## src/design/tpwm_pkg.sv

```systemverilog
// Package: shared types and constants of the three-phase center-aligned PWM unit.
package tpwm_pkg;

  localparam int CNT_W   = 16;
  localparam int DT_W    = 6;
  localparam int PHASES  = 3;
  localparam int CFG_W   = 16;
  localparam int CFG_IDX_W = 1;

  localparam logic [CNT_W-1:0] PERIOD_RST = 16'd4199;
  localparam logic [DT_W-1:0]  DEAD_RST   = 6'd8;

  typedef enum logic [1:0] {
    FUNC_TICK    = 2'd0,
    FUNC_DUTY    = 2'd1,
    FUNC_ENABLE  = 2'd2,
    FUNC_DISABLE = 2'd3
  } func_t;

  typedef enum logic [CFG_IDX_W-1:0] {
    CFG_PERIOD = 1'b0,
    CFG_DEAD   = 1'b1
  } cfg_idx_t;

  // Control handed from the counter to each phase.
  typedef struct packed {
    logic tick;
    logic update;
    logic load;
    logic enabled;
  } phase_ctrl_t;

  typedef struct packed {
    logic high;
    logic low;
  } gates_t;

  typedef struct packed {
    gates_t [PHASES-1:0] gates;
    logic [CNT_W-1:0]    count_value;
    logic                counting_down;
    logic                update_event;
    logic                running;
  } result_t;

endpackage

```

## src/design/tpwm_in_if.sv

```systemverilog
// Interface: input item channel of the PWM unit.
interface tpwm_in_if;
  logic                      valid;
  logic                      ready;
  tpwm_pkg::func_t           func;
  logic [tpwm_pkg::CNT_W-1:0] duty_a;
  logic [tpwm_pkg::CNT_W-1:0] duty_b;
  logic [tpwm_pkg::CNT_W-1:0] duty_c;

  modport source (output valid, func, duty_a, duty_b, duty_c, input ready);
  modport sink   (input valid, func, duty_a, duty_b, duty_c, output ready);
endinterface

```

## src/design/tpwm_out_if.sv

```systemverilog
// Interface: result item channel of the PWM unit.
interface tpwm_out_if;
  logic                      valid;
  logic                      ready;
  logic                      gate_a_high;
  logic                      gate_a_low;
  logic                      gate_b_high;
  logic                      gate_b_low;
  logic                      gate_c_high;
  logic                      gate_c_low;
  logic [tpwm_pkg::CNT_W-1:0] count_value;
  logic                      counting_down;
  logic                      update_event;
  logic                      running;

  modport source (output valid, gate_a_high, gate_a_low, gate_b_high, gate_b_low,
                  gate_c_high, gate_c_low, count_value, counting_down,
                  update_event, running, input ready);
  modport sink   (input valid, gate_a_high, gate_a_low, gate_b_high, gate_b_low,
                  gate_c_high, gate_c_low, count_value, counting_down,
                  update_event, running, output ready);
endinterface

```

## src/design/three_phase_center_aligned_pwm_unit.sv

```systemverilog
// Top level: three-phase center-aligned complementary PWM unit with dead time.
// Each accepted item is one timer event: a tick, a duty write, an enable or a
// disable. The unit takes one item per clock cycle while in_ch.ready is high
// and returns one registered result item per input item; counter, compare and
// dead-time logic are combinational. A two-deep result stage (output register
// plus skid register) decouples the channels, so in_ch.ready drops only while
// both hold results the sink has not taken. The gates shown in a result are
// those after the item's effect; duty writes take effect at the next turning
// point of the up/down counter. Configuration (period top, dead-time ticks)
// must be written by the user through cfg while the unit is idle (unchecked).
module three_phase_center_aligned_pwm_unit (
  input  logic                           clk,
  input  logic                           rst_n,
  tpwm_in_if.sink                        in_ch,
  tpwm_out_if.source                     out_ch,
  input  logic                           cfg_we,
  input  logic [tpwm_pkg::CFG_IDX_W-1:0] cfg_index,
  input  logic [tpwm_pkg::CFG_W-1:0]     cfg_data
);

  logic [tpwm_pkg::CNT_W-1:0] period_r;
  logic [tpwm_pkg::DT_W-1:0]  dead_time_r;

  logic [tpwm_pkg::CNT_W-1:0] cnt_r, cnt_nxt;
  logic                       down_r, down_nxt;
  logic                       en_r, en_nxt;
  logic                       event_nxt;
  logic                       do_tick;
  logic                       in_fire, out_fire;
  logic [tpwm_pkg::CNT_W:0]   cnt_inc;

  tpwm_pkg::phase_ctrl_t                        pctrl;
  tpwm_pkg::gates_t [tpwm_pkg::PHASES-1:0]      gates;
  logic [tpwm_pkg::PHASES-1:0][tpwm_pkg::CNT_W-1:0] duty;
  tpwm_pkg::result_t                            res;
  tpwm_pkg::result_t                            out_r, skid_r;
  logic                                         out_valid_r, skid_valid_r;

  // configuration registers
  always_ff @(posedge clk) begin
    if (!rst_n) begin
      period_r    <= tpwm_pkg::PERIOD_RST;
      dead_time_r <= tpwm_pkg::DEAD_RST;
    end else if (cfg_we) begin
      case (tpwm_pkg::cfg_idx_t'(cfg_index))
        tpwm_pkg::CFG_PERIOD: period_r    <= cfg_data[tpwm_pkg::CNT_W-1:0];
        tpwm_pkg::CFG_DEAD:   dead_time_r <= cfg_data[tpwm_pkg::DT_W-1:0];
        default: ;
      endcase
    end
  end

  assign in_ch.ready = !skid_valid_r;
  assign in_fire     = in_ch.valid && in_ch.ready;
  assign out_fire    = out_valid_r && out_ch.ready;
  assign do_tick     = in_fire && (in_ch.func == tpwm_pkg::FUNC_TICK) && en_r;
  assign cnt_inc     = {1'b0, cnt_r} + 1'b1;

  // up/down counter
  always_comb begin
    cnt_nxt   = cnt_r;
    down_nxt  = down_r;
    event_nxt = 1'b0;
    if (do_tick) begin
      if (!down_r) begin
        if (cnt_inc >= {1'b0, period_r}) begin
          cnt_nxt   = period_r;
          down_nxt  = 1'b1;
          event_nxt = 1'b1;
        end else begin
          cnt_nxt = cnt_inc[tpwm_pkg::CNT_W-1:0];
        end
      end else begin
        if (cnt_r <= tpwm_pkg::CNT_W'(1)) begin
          cnt_nxt   = '0;
          down_nxt  = 1'b0;
          event_nxt = 1'b1;
        end else begin
          cnt_nxt = cnt_r - 1'b1;
        end
      end
    end
  end

  always_comb begin
    en_nxt = en_r;
    if (in_fire) begin
      case (in_ch.func)
        tpwm_pkg::FUNC_ENABLE:  en_nxt = 1'b1;
        tpwm_pkg::FUNC_DISABLE: en_nxt = 1'b0;
        default:                en_nxt = en_r;
      endcase
    end
  end

  always_ff @(posedge clk) begin
    if (!rst_n) begin
      cnt_r  <= '0;
      down_r <= 1'b0;
      en_r   <= 1'b0;
    end else begin
      cnt_r  <= cnt_nxt;
      down_r <= down_nxt;
      en_r   <= en_nxt;
    end
  end

  assign pctrl.tick    = do_tick;
  assign pctrl.update  = event_nxt;
  assign pctrl.load    = in_fire && (in_ch.func == tpwm_pkg::FUNC_DUTY);
  assign pctrl.enabled = en_nxt;

  assign duty[0] = in_ch.duty_a;
  assign duty[1] = in_ch.duty_b;
  assign duty[2] = in_ch.duty_c;

  for (genvar p = 0; p < tpwm_pkg::PHASES; p++) begin : g_phase
    tpwm_phase u_phase (
      .clk       (clk),
      .rst_n     (rst_n),
      .ctrl      (pctrl),
      .cnt_nxt   (cnt_nxt),
      .period    (period_r),
      .dead_time (dead_time_r),
      .duty      (duty[p]),
      .gates     (gates[p])
    );
  end

  assign res.gates         = gates;
  assign res.count_value   = cnt_nxt;
  assign res.counting_down = down_nxt;
  assign res.update_event  = event_nxt;
  assign res.running       = en_nxt;

  // output register with skid stage
  always_ff @(posedge clk) begin
    if (!rst_n) begin
      out_valid_r  <= 1'b0;
      skid_valid_r <= 1'b0;
    end else if (skid_valid_r) begin
      if (out_fire) begin
        skid_valid_r <= 1'b0;
      end
    end else if (in_fire) begin
      if (out_valid_r && !out_ch.ready) begin
        skid_valid_r <= 1'b1;
      end else begin
        out_valid_r <= 1'b1;
      end
    end else if (out_fire) begin
      out_valid_r <= 1'b0;
    end
  end

  always_ff @(posedge clk) begin
    if (skid_valid_r) begin
      if (out_fire) begin
        out_r <= skid_r;
      end
    end else if (in_fire) begin
      if (out_valid_r && !out_ch.ready) begin
        skid_r <= res;
      end else begin
        out_r <= res;
      end
    end
  end

  assign out_ch.valid         = out_valid_r;
  assign out_ch.gate_a_high   = out_r.gates[0].high;
  assign out_ch.gate_a_low    = out_r.gates[0].low;
  assign out_ch.gate_b_high   = out_r.gates[1].high;
  assign out_ch.gate_b_low    = out_r.gates[1].low;
  assign out_ch.gate_c_high   = out_r.gates[2].high;
  assign out_ch.gate_c_low    = out_r.gates[2].low;
  assign out_ch.count_value   = out_r.count_value;
  assign out_ch.counting_down = out_r.counting_down;
  assign out_ch.update_event  = out_r.update_event;
  assign out_ch.running       = out_r.running;

  a_skid_implies_out: assert property (@(posedge clk) disable iff (!rst_n)
    skid_valid_r |-> out_valid_r)
    else $error("skid stage holds an item while output register is empty");

  a_no_shoot_through: assert property (@(posedge clk) disable iff (!rst_n)
    out_valid_r |-> !(out_ch.gate_a_high && out_ch.gate_a_low) &&
                    !(out_ch.gate_b_high && out_ch.gate_b_low) &&
                    !(out_ch.gate_c_high && out_ch.gate_c_low))
    else $error("both gates of a phase on");

  a_stopped_gates_off: assert property (@(posedge clk) disable iff (!rst_n)
    (out_valid_r && !out_ch.running) |->
      !(out_ch.gate_a_high || out_ch.gate_a_low || out_ch.gate_b_high ||
        out_ch.gate_b_low || out_ch.gate_c_high || out_ch.gate_c_low) &&
      !out_ch.update_event)
    else $error("gate or update active while stopped");

  a_full_blocks_input: assert property (@(posedge clk) disable iff (!rst_n)
    (skid_valid_r && !out_ch.ready) |=> skid_valid_r && out_valid_r)
    else $error("result dropped while sink stalls");

endmodule

```

## src/design/tpwm_phase.sv

```systemverilog
// One PWM phase: compare preload, reference compare and dead-time insertion.
module tpwm_phase (
  input  logic                       clk,
  input  logic                       rst_n,
  input  tpwm_pkg::phase_ctrl_t      ctrl,
  input  logic [tpwm_pkg::CNT_W-1:0] cnt_nxt,
  input  logic [tpwm_pkg::CNT_W-1:0] period,
  input  logic [tpwm_pkg::DT_W-1:0]  dead_time,
  input  logic [tpwm_pkg::CNT_W-1:0] duty,
  output tpwm_pkg::gates_t           gates
);

  logic [tpwm_pkg::CNT_W-1:0] preload_r, preload_nxt;
  logic [tpwm_pkg::CNT_W-1:0] active_r, active_nxt;
  logic [tpwm_pkg::DT_W-1:0]  dead_r, dead_nxt;
  logic                       last_r, last_nxt;
  logic                       ref_lvl;
  logic                       gate_on;

  always_comb begin
    preload_nxt = preload_r;
    if (ctrl.load) begin
      // clamp to the period
      preload_nxt = (duty > period) ? period : duty;
    end
    active_nxt = (ctrl.tick && ctrl.update) ? preload_r : active_r;
    ref_lvl    = cnt_nxt < active_nxt;
    last_nxt   = last_r;
    dead_nxt   = dead_r;
    if (ctrl.tick) begin
      if (ref_lvl != last_r) begin
        last_nxt = ref_lvl;
        dead_nxt = dead_time;
      end else if (dead_r != '0) begin
        dead_nxt = dead_r - 1'b1;
      end
    end
  end

  always_ff @(posedge clk) begin
    if (!rst_n) begin
      preload_r <= '0;
      active_r  <= '0;
      dead_r    <= '0;
      last_r    <= 1'b0;
    end else begin
      preload_r <= preload_nxt;
      active_r  <= active_nxt;
      dead_r    <= dead_nxt;
      last_r    <= last_nxt;
    end
  end

  assign gate_on    = ctrl.enabled && (dead_nxt == '0);
  assign gates.high = gate_on && last_nxt;
  assign gates.low  = gate_on && !last_nxt;

endmodule
```

## src/flat_wrapper.sv

```systemverilog
// flat-port wrapper written by rule: the top's interface ports become plain ports
module three_phase_center_aligned_pwm_unit_flat 
  (clk, rst_n, cfg_we, cfg_index, cfg_data, in_ch_valid, in_ch_func, in_ch_duty_a, in_ch_duty_b, in_ch_duty_c, in_ch_ready, out_ch_valid, out_ch_gate_a_high, out_ch_gate_a_low, out_ch_gate_b_high, out_ch_gate_b_low, out_ch_gate_c_high, out_ch_gate_c_low, out_ch_count_value, out_ch_counting_down, out_ch_update_event, out_ch_running, out_ch_ready);
  tpwm_in_if in_ch_i ();
  tpwm_out_if out_ch_i ();
  input  logic clk;
  input  logic rst_n;
  input  logic cfg_we;
  input  logic [tpwm_pkg::CFG_IDX_W-1:0] cfg_index;
  input  logic [tpwm_pkg::CFG_W-1:0] cfg_data;
  input wire logic [$bits(in_ch_i.valid)-1:0] in_ch_valid;
  input wire logic [$bits(in_ch_i.func)-1:0] in_ch_func;
  input wire logic [$bits(in_ch_i.duty_a)-1:0] in_ch_duty_a;
  input wire logic [$bits(in_ch_i.duty_b)-1:0] in_ch_duty_b;
  input wire logic [$bits(in_ch_i.duty_c)-1:0] in_ch_duty_c;
  output wire logic [$bits(in_ch_i.ready)-1:0] in_ch_ready;
  output wire logic [$bits(out_ch_i.valid)-1:0] out_ch_valid;
  output wire logic [$bits(out_ch_i.gate_a_high)-1:0] out_ch_gate_a_high;
  output wire logic [$bits(out_ch_i.gate_a_low)-1:0] out_ch_gate_a_low;
  output wire logic [$bits(out_ch_i.gate_b_high)-1:0] out_ch_gate_b_high;
  output wire logic [$bits(out_ch_i.gate_b_low)-1:0] out_ch_gate_b_low;
  output wire logic [$bits(out_ch_i.gate_c_high)-1:0] out_ch_gate_c_high;
  output wire logic [$bits(out_ch_i.gate_c_low)-1:0] out_ch_gate_c_low;
  output wire logic [$bits(out_ch_i.count_value)-1:0] out_ch_count_value;
  output wire logic [$bits(out_ch_i.counting_down)-1:0] out_ch_counting_down;
  output wire logic [$bits(out_ch_i.update_event)-1:0] out_ch_update_event;
  output wire logic [$bits(out_ch_i.running)-1:0] out_ch_running;
  input wire logic [$bits(out_ch_i.ready)-1:0] out_ch_ready;
  assign in_ch_i.valid = in_ch_valid;
  assign in_ch_i.func = in_ch_func;
  assign in_ch_i.duty_a = in_ch_duty_a;
  assign in_ch_i.duty_b = in_ch_duty_b;
  assign in_ch_i.duty_c = in_ch_duty_c;
  assign in_ch_ready = in_ch_i.ready;
  assign out_ch_valid = out_ch_i.valid;
  assign out_ch_gate_a_high = out_ch_i.gate_a_high;
  assign out_ch_gate_a_low = out_ch_i.gate_a_low;
  assign out_ch_gate_b_high = out_ch_i.gate_b_high;
  assign out_ch_gate_b_low = out_ch_i.gate_b_low;
  assign out_ch_gate_c_high = out_ch_i.gate_c_high;
  assign out_ch_gate_c_low = out_ch_i.gate_c_low;
  assign out_ch_count_value = out_ch_i.count_value;
  assign out_ch_counting_down = out_ch_i.counting_down;
  assign out_ch_update_event = out_ch_i.update_event;
  assign out_ch_running = out_ch_i.running;
  assign out_ch_i.ready = out_ch_ready;
  three_phase_center_aligned_pwm_unit u_core (.clk(clk), .rst_n(rst_n), .in_ch(in_ch_i), .out_ch(out_ch_i), .cfg_we(cfg_we), .cfg_index(cfg_index), .cfg_data(cfg_data));
endmodule
```

## config.mk

```make
export PLATFORM = sky130hd
export DESIGN_NAME = three_phase_center_aligned_pwm_unit_flat
export DESIGN_NICKNAME = d
export VERILOG_FILES = /design/src/design/tpwm_pkg.sv /design/src/design/tpwm_in_if.sv /design/src/design/tpwm_out_if.sv /design/src/design/three_phase_center_aligned_pwm_unit.sv /design/src/design/tpwm_phase.sv /design/src/flat_wrapper.sv
export SDC_FILE = /design/constraint.sdc
export NUM_CORES = 1
export LEC_CHECK = 0
export ABC_AREA = 1
export BUFFER_PORTS_ARGS = -buffer_cell sky130_fd_sc_hd__buf_2
export CORE_MARGIN = 2
export CORE_UTILIZATION = 55
export CTS_CLUSTER_SIZE = 12
export DETAILED_ROUTE_END_ITERATION = 10
export GPL_TIMING_DRIVEN = 0
export PLACE_DENSITY = 0.82
export SETUP_SLACK_MARGIN = 0.5
export SYNTH_ARGS = -nofsm -noshare
export SYNTH_HDL_FRONTEND = slang
export SYNTH_HIERARCHICAL = 1
export SYNTH_SLANG_ARGS = --single-unit
```

## constraint.sdc

```tcl
create_clock -name clk -period 4.8 [get_ports clk]
set_input_delay 0.96 -clock clk [delete_from_list [all_inputs] [get_ports clk]]
set_output_delay 0.96 -clock clk [all_outputs]
set_load 0.01 [all_outputs]
```

# Word-level counts from Yosys, hierarchy flattened

Cells that the tools add are included.

Flip-flop bits (word level): 209
Input port bits: 72
Output and inout port bits: 27
Word-level logic and storage cells: 143

$add $sub $neg: 5
$lt $le $gt $ge: 8
Eq/ne operators: 9
Multiplexer cells: 45
Bitwise operators: 2
Reductions and logical operators: 35

Operator list:

| operator              | number |
|---|---|
| $mux 16               | 10 |
| $mux 25               | 4 |
| $mux 6                | 9 |
| $gt 16x16->1          | 3 |
| $lt 16x16->1          | 3 |
| $mux 1                | 21 |
| $logic_not 6->1       | 3 |
| $reduce_bool 6->1     | 3 |
| $sub 6x1->6 const B   | 3 |
| $add 16x1->17 const B | 1 |
| $ge 17x16->1          | 1 |
| $le 16x1->1 const B   | 1 |
| $logic_and 1x1->1     | 16 |
| $sub 16x1->16 const B | 1 |
| $reduce_and 3->1      | 3 |
| $logic_not 1->1       | 5 |
| $eq 2x2->1 const B    | 2 |
| $ne 2x1->1 const B    | 2 |
| $reduce_and 2->1      | 2 |
| $reduce_bool 2->1     | 2 |
| $ne 1x1->1            | 3 |
| $eq 2x1->1 const B    | 1 |
| $logic_not 2->1       | 1 |
| $ne 2x2->1 const B    | 1 |
| 2 further kinds       | 3 |

# Longest topological paths before layout

Depth after elaboration: 17
Depth in mapped cells: 44
Mapped depth without buffers: 43

# Cells and area by module

The synthesis kept the hierarchy.

By module, submodules not included:

| module                              | times used | cells an instance | area an instance (sq um) | seq. area each (sq um) |
|---|---|---|---|---|
| tpwm_phase                          | 3          | 360               | 2571.2                   | 780.7 |
| three_phase_center_aligned_pwm_unit | 1          | 652               | 5096.1                   | 2342.2 |

# Worst setup path before layout

Ideal clock, no wire load.

Path type: register to register
From: register u_core/cnt_r[0] in the netlist's numbering
To: register u_core.out_r, in the netlist u_core/out_ch.gate_a_low, data pin
Library setup time: 252 ps
Arrival time: 4925 ps
Data required time: 4548 ps
Path slack: -377 ps
Cell stages (with the launch flop): 36
Path buffers: 1
Period minus slack after synthesis: 5177 ps
Cells stage by stage: dfxtp_1 > ha_1 > nand2_1 > nor2_4 > nand2_4 > nor2_4 > nand2_1 > nor2_1 > xor2_1 > ha_1 > nand2_1 > nor2_1 > nand4_1 > nor2_1 > nand2_2 > nand3_2 > nand2_1 > nor2_1 > nand2_4 > buf_1 > mux2i_1 > ha_1 > a21oi_1 > o21ai_0 > a21oi_1 > nand2_2 > nand2_4 > nand2_2 > nand2_1 > nand3_1 > nand2_1 > nor2_1 > nand3_1 > nor2_1 > nand2_1 > nand2_1

RTL lines:

| item                   | RTL line                                   | RTL |
|---|---|---|
| from (decl)            | three_phase_center_aligned_pwm_unit.sv:24  | `logic [tpwm_pkg::CNT_W-1:0] cnt_r, cnt_nxt;` |
| from (signal assigned) | three_phase_center_aligned_pwm_unit.sv:102 | `cnt_r <= cnt_nxt;` |
| to (signal assigned)   | three_phase_center_aligned_pwm_unit.sv:159 | `out_r <= skid_r;` |
| to (signal assigned)   | three_phase_center_aligned_pwm_unit.sv:165 | `out_r <= res;` |
| to (decl)              | three_phase_center_aligned_pwm_unit.sv:36  | `tpwm_pkg::result_t out_r, skid_r;` |

==> flow_metrics.py <==
metrics = {
    "status": {
        "status": "finished, violations left",
        "violations": "capacitance limit, slew limit, setup timing",
    },
    "logic_synthesis": {
        "netlist.area_leader.share": 0.248,
        "synth_area_um2": 12800,
        "yosys.area.top_type": "dfxtp_1",
        "yosys-top-cells-count": "nand2_1 (447), inv_1 (200), dfxtp_1 (159), nor2_1 (158), a21oi_1 (133)",
        "ys_seq_area_frac": 0.366,
        "yosys_warnings": 6,
        "synth_top_flop_cell": "dfxtp_1",
        "synthTopCellsByArea": "dfxtp_1 (25%), nand2_1 (13%), edfxtp_1 (12%)",
        "ys_seq_elements": 209,
        "synth_edf_count": 50,
        "synth_fp_nets": 1922,
        "async_flop_share": 0,
        "synthCells": 1732,
        "yosysUniqueCellTypes": 38,
        "synth_most_common_cell": "nand2_1",
        "avgSynthCellArea_um2": 7.40,
    },
    "critical_path": {
        "required_ns": 5.09,
        "cp_max_fo": 7,
        "worst-setup-path-type": "register to register",
        "cpMostUsedCell": "nand2_1",
        "crit_path_start_kind": "register",
        "cp-end-kind": "register",
        "critPathArrivalTime_ns": 5.63,
        "cp_slowest_cell": "dfxtp_2",
        "cpLargestDelayFamily": "simple AND/OR/NAND/NOR gates",
        "path_buf_inv": 7,
        "critical_path.max_stage_delay_ns": 0.35,
    },
    "grt": {
        "met3_usage": 0.0601,
        "grt_overflow": 0,
        "grt_max_degree": 26,
        "antenna_found_initial": 0,
        "met1_usage": 0.386,
        "gr-usage-all-layers": 0.325,
        "grt_pass1_vias": 12000,
        "grt_pass1_wl_um": 61300,
        "busiest_layer": "met2",
        "met2_usage": 0.530,
    },
    "timing": {
        "fin_ws_ns": -0.545,
        "hold_viol": 0,
        "hold_ws_ns": 0.476,
        "rsz0062_at_grt": "true",
        "slew_viol_final": 18,
        "fin_skew_ns": 0.0245,
        "slew_headroom": -0.000792,
        "tns_ns": -6.25,
        "layout_min_cycle_time_ns": 5.34,
        "clock.fmax_ghz": 0.187,
        "setup_viol_count_final": 19,
        "period_share": 1.11,
        "worst_slew_pin_slew_ns": 1.50,
    },
    "run": {
        "cap_violations": 1,
    },
    "clock_tree": {
        "htree_levels": 1,
        "clk_pin_slew_worst_paths_ns": 0.06,
        "clk_path_buf_depth": 3,
        "cts.sinks": 209,
        "clk-insertion-delay-late_ns": 0.55,
        "clock-root-buffer": "clkbuf_16",
        "cts_tree": "yes",
        "numCtsBuffers": 24,
    },
    "place": {
        "hpwl_um": 27900,
        "post-place-ws_ns": -0.664,
        "io_buffers": 98,
        "place_congestion": 0.959,
        "placed_area_um2": 13900,
    },
    "route": {
        "wl_per_cell_um": 19.9,
        "vias": 13200,
        "firstDrtPassIters": 6,
        "via_per_inst": 5.88,
        "drtIter0Drc": 1303,
        "wirelength_um": 44800,
        "final_antenna_net_count": 0,
        "drcViolationCount": 0,
    },
    "cells_and_area": {
        "fillers": 1557,
        "final_area_um2": 16500,
        "drive_gt1_frac": 0.247,
        "area_growth_pct": 28.6,
        "final_nets": 2115,
    },
    "floorplan": {
        "die_x_um": 157,
        "ios": 99,
        "rows": 55,
        "start_util": 0.562,
        "fp.dieH_um": 157,
        "core_um2": 22800,
        "die_area_um2": 24500,
    },
    "power": {
        "ir_drop_mv": 0.203,
        "p_per_area_nw_per_um2": 289,
        "leakagePower_uw": 0.00742,
    },
    "worst_hold_path": {
        "hp-class": "register to register",
    },
}
[tightest hold or removal path, stage by stage, from the launching register on]
cell and delay, ns:
dfxtp_1 0.31, nand2_1 0.06, a21oi_1 0.06
[placed cells by master, fill, tap and decap left out, drive strengths merged, types with 50 or more instances in the layout]
| cell | Yosys | layout |
|---|---|---|
| nor2 | 171 | 171 |
| o21ai | 94 | 94 |
| clkbuf | 43 | 77 |
| nand3 | 129 | 129 |
| nand2 | 481 | 481 |
| buf | 15 | 182 |
| ha | 118 | 118 |
| inv | 203 | 195 |
| a21oi | 133 | 133 |
| edfxtp | 50 | 50 |
| dfxtp | 159 | 159 |
[per-layer routing]
metal | vias to the layer above | part of all wire
li1 | 6042 | -
met1 | 6058 | 0.36
met2 | 826 | 0.44
met3 | 317 | 0.10
met4 | 0 | 0.099
met5 | - | 0
[stage by stage]
step	total power, uW	utilization	cells
detailed placement	2710	0.609	2144
global route	4920	0.723	2251
finish	4760	0.723	2252
CTS	4630	0.688	2232
global placement	2680	0.608	2143
floorplan	2470	-	1732
[layout make-up]
type,count,area [um2],area share
Antenna cell,1,2.50,0.000152
Buffer,58,323,0.0196
Clock buffer,34,716,0.0435
Clock inverter,5,88.8,0.00539
Inverter,206,806,0.0489
Multi-Input combinational cell,1259,8260,0.501
Sequential cell,209,4700,0.285
Tap cell,313,392,0.0238
Timing Repair Buffer,167,1190,0.0720
[cells by family after synthesis]
family          synth area share
buf+inv                   0.0808
fa+ha+maj                  0.115
flops                      0.366
xor+xnor                  0.0219
mux                       0.0352
compound gates            0.0998
simple gates               0.281
[path summary, 6_finish.rpt]
check	startpoint	end	slack, ns	cells after the start
max	u_core/cnt_r[2]$_SDFF_PN0_	u_core/out_ch.gate_a_high$_DFFE_PP_	-0.54	40
min	u_core/g_phase[0].u_phase/preload_r[3]$_SDFFE_PN0P_	u_core/g_phase[0].u_phase/preload_r[3]$_SDFFE_PN0P_	0.48	2
max reg2reg	u_core/cnt_r[2]$_SDFF_PN0_	u_core/out_ch.gate_a_high$_DFFE_PP_	-0.54	40
min reg2reg	u_core/g_phase[0].u_phase/preload_r[3]$_SDFFE_PN0P_	u_core/g_phase[0].u_phase/preload_r[3]$_SDFFE_PN0P_	0.48	2
[power by group]
part / leakage, uW / switching [uW] / internal, uW / total [uW]
clock network: 0.000393 / 738 / 1140 / 1880
logic: 0.00525 / 607 / 338 / 945
registers: 0.00178 / 72.5 / 1860 / 1930
total: 0.00742 / 1420 / 3340 / 4760
[state kept, by name, indices dropped and copies added (netlist names), 3 cells and up]
| signal | count |
|---|---|
| u_core/g_phase.u_phase/last_r | 3 |
| u_core/cnt_r | 16 |
| u_core/g_phase.u_phase/active_r | 48 |
| u_core/g_phase.u_phase/dead_r | 18 |
| u_core/g_phase.u_phase/preload_r | 48 |
| u_core/out_ch.count_value | 16 |
| u_core/skid_r | 25 |
| u_core/dead_time_r | 6 |
| u_core/period_r | 16 |
[what timing repair did]
item,4_1_cts,5_1_grt
hold buffers,0,0
cloned,3,0
gates resized for setup,130,136
endpoints found under the hold margin,0,0
buffers inserted,46,19
setup endpoints to repair,33,33
pin swaps,57,44
Power figures use the tool's default switching activity.
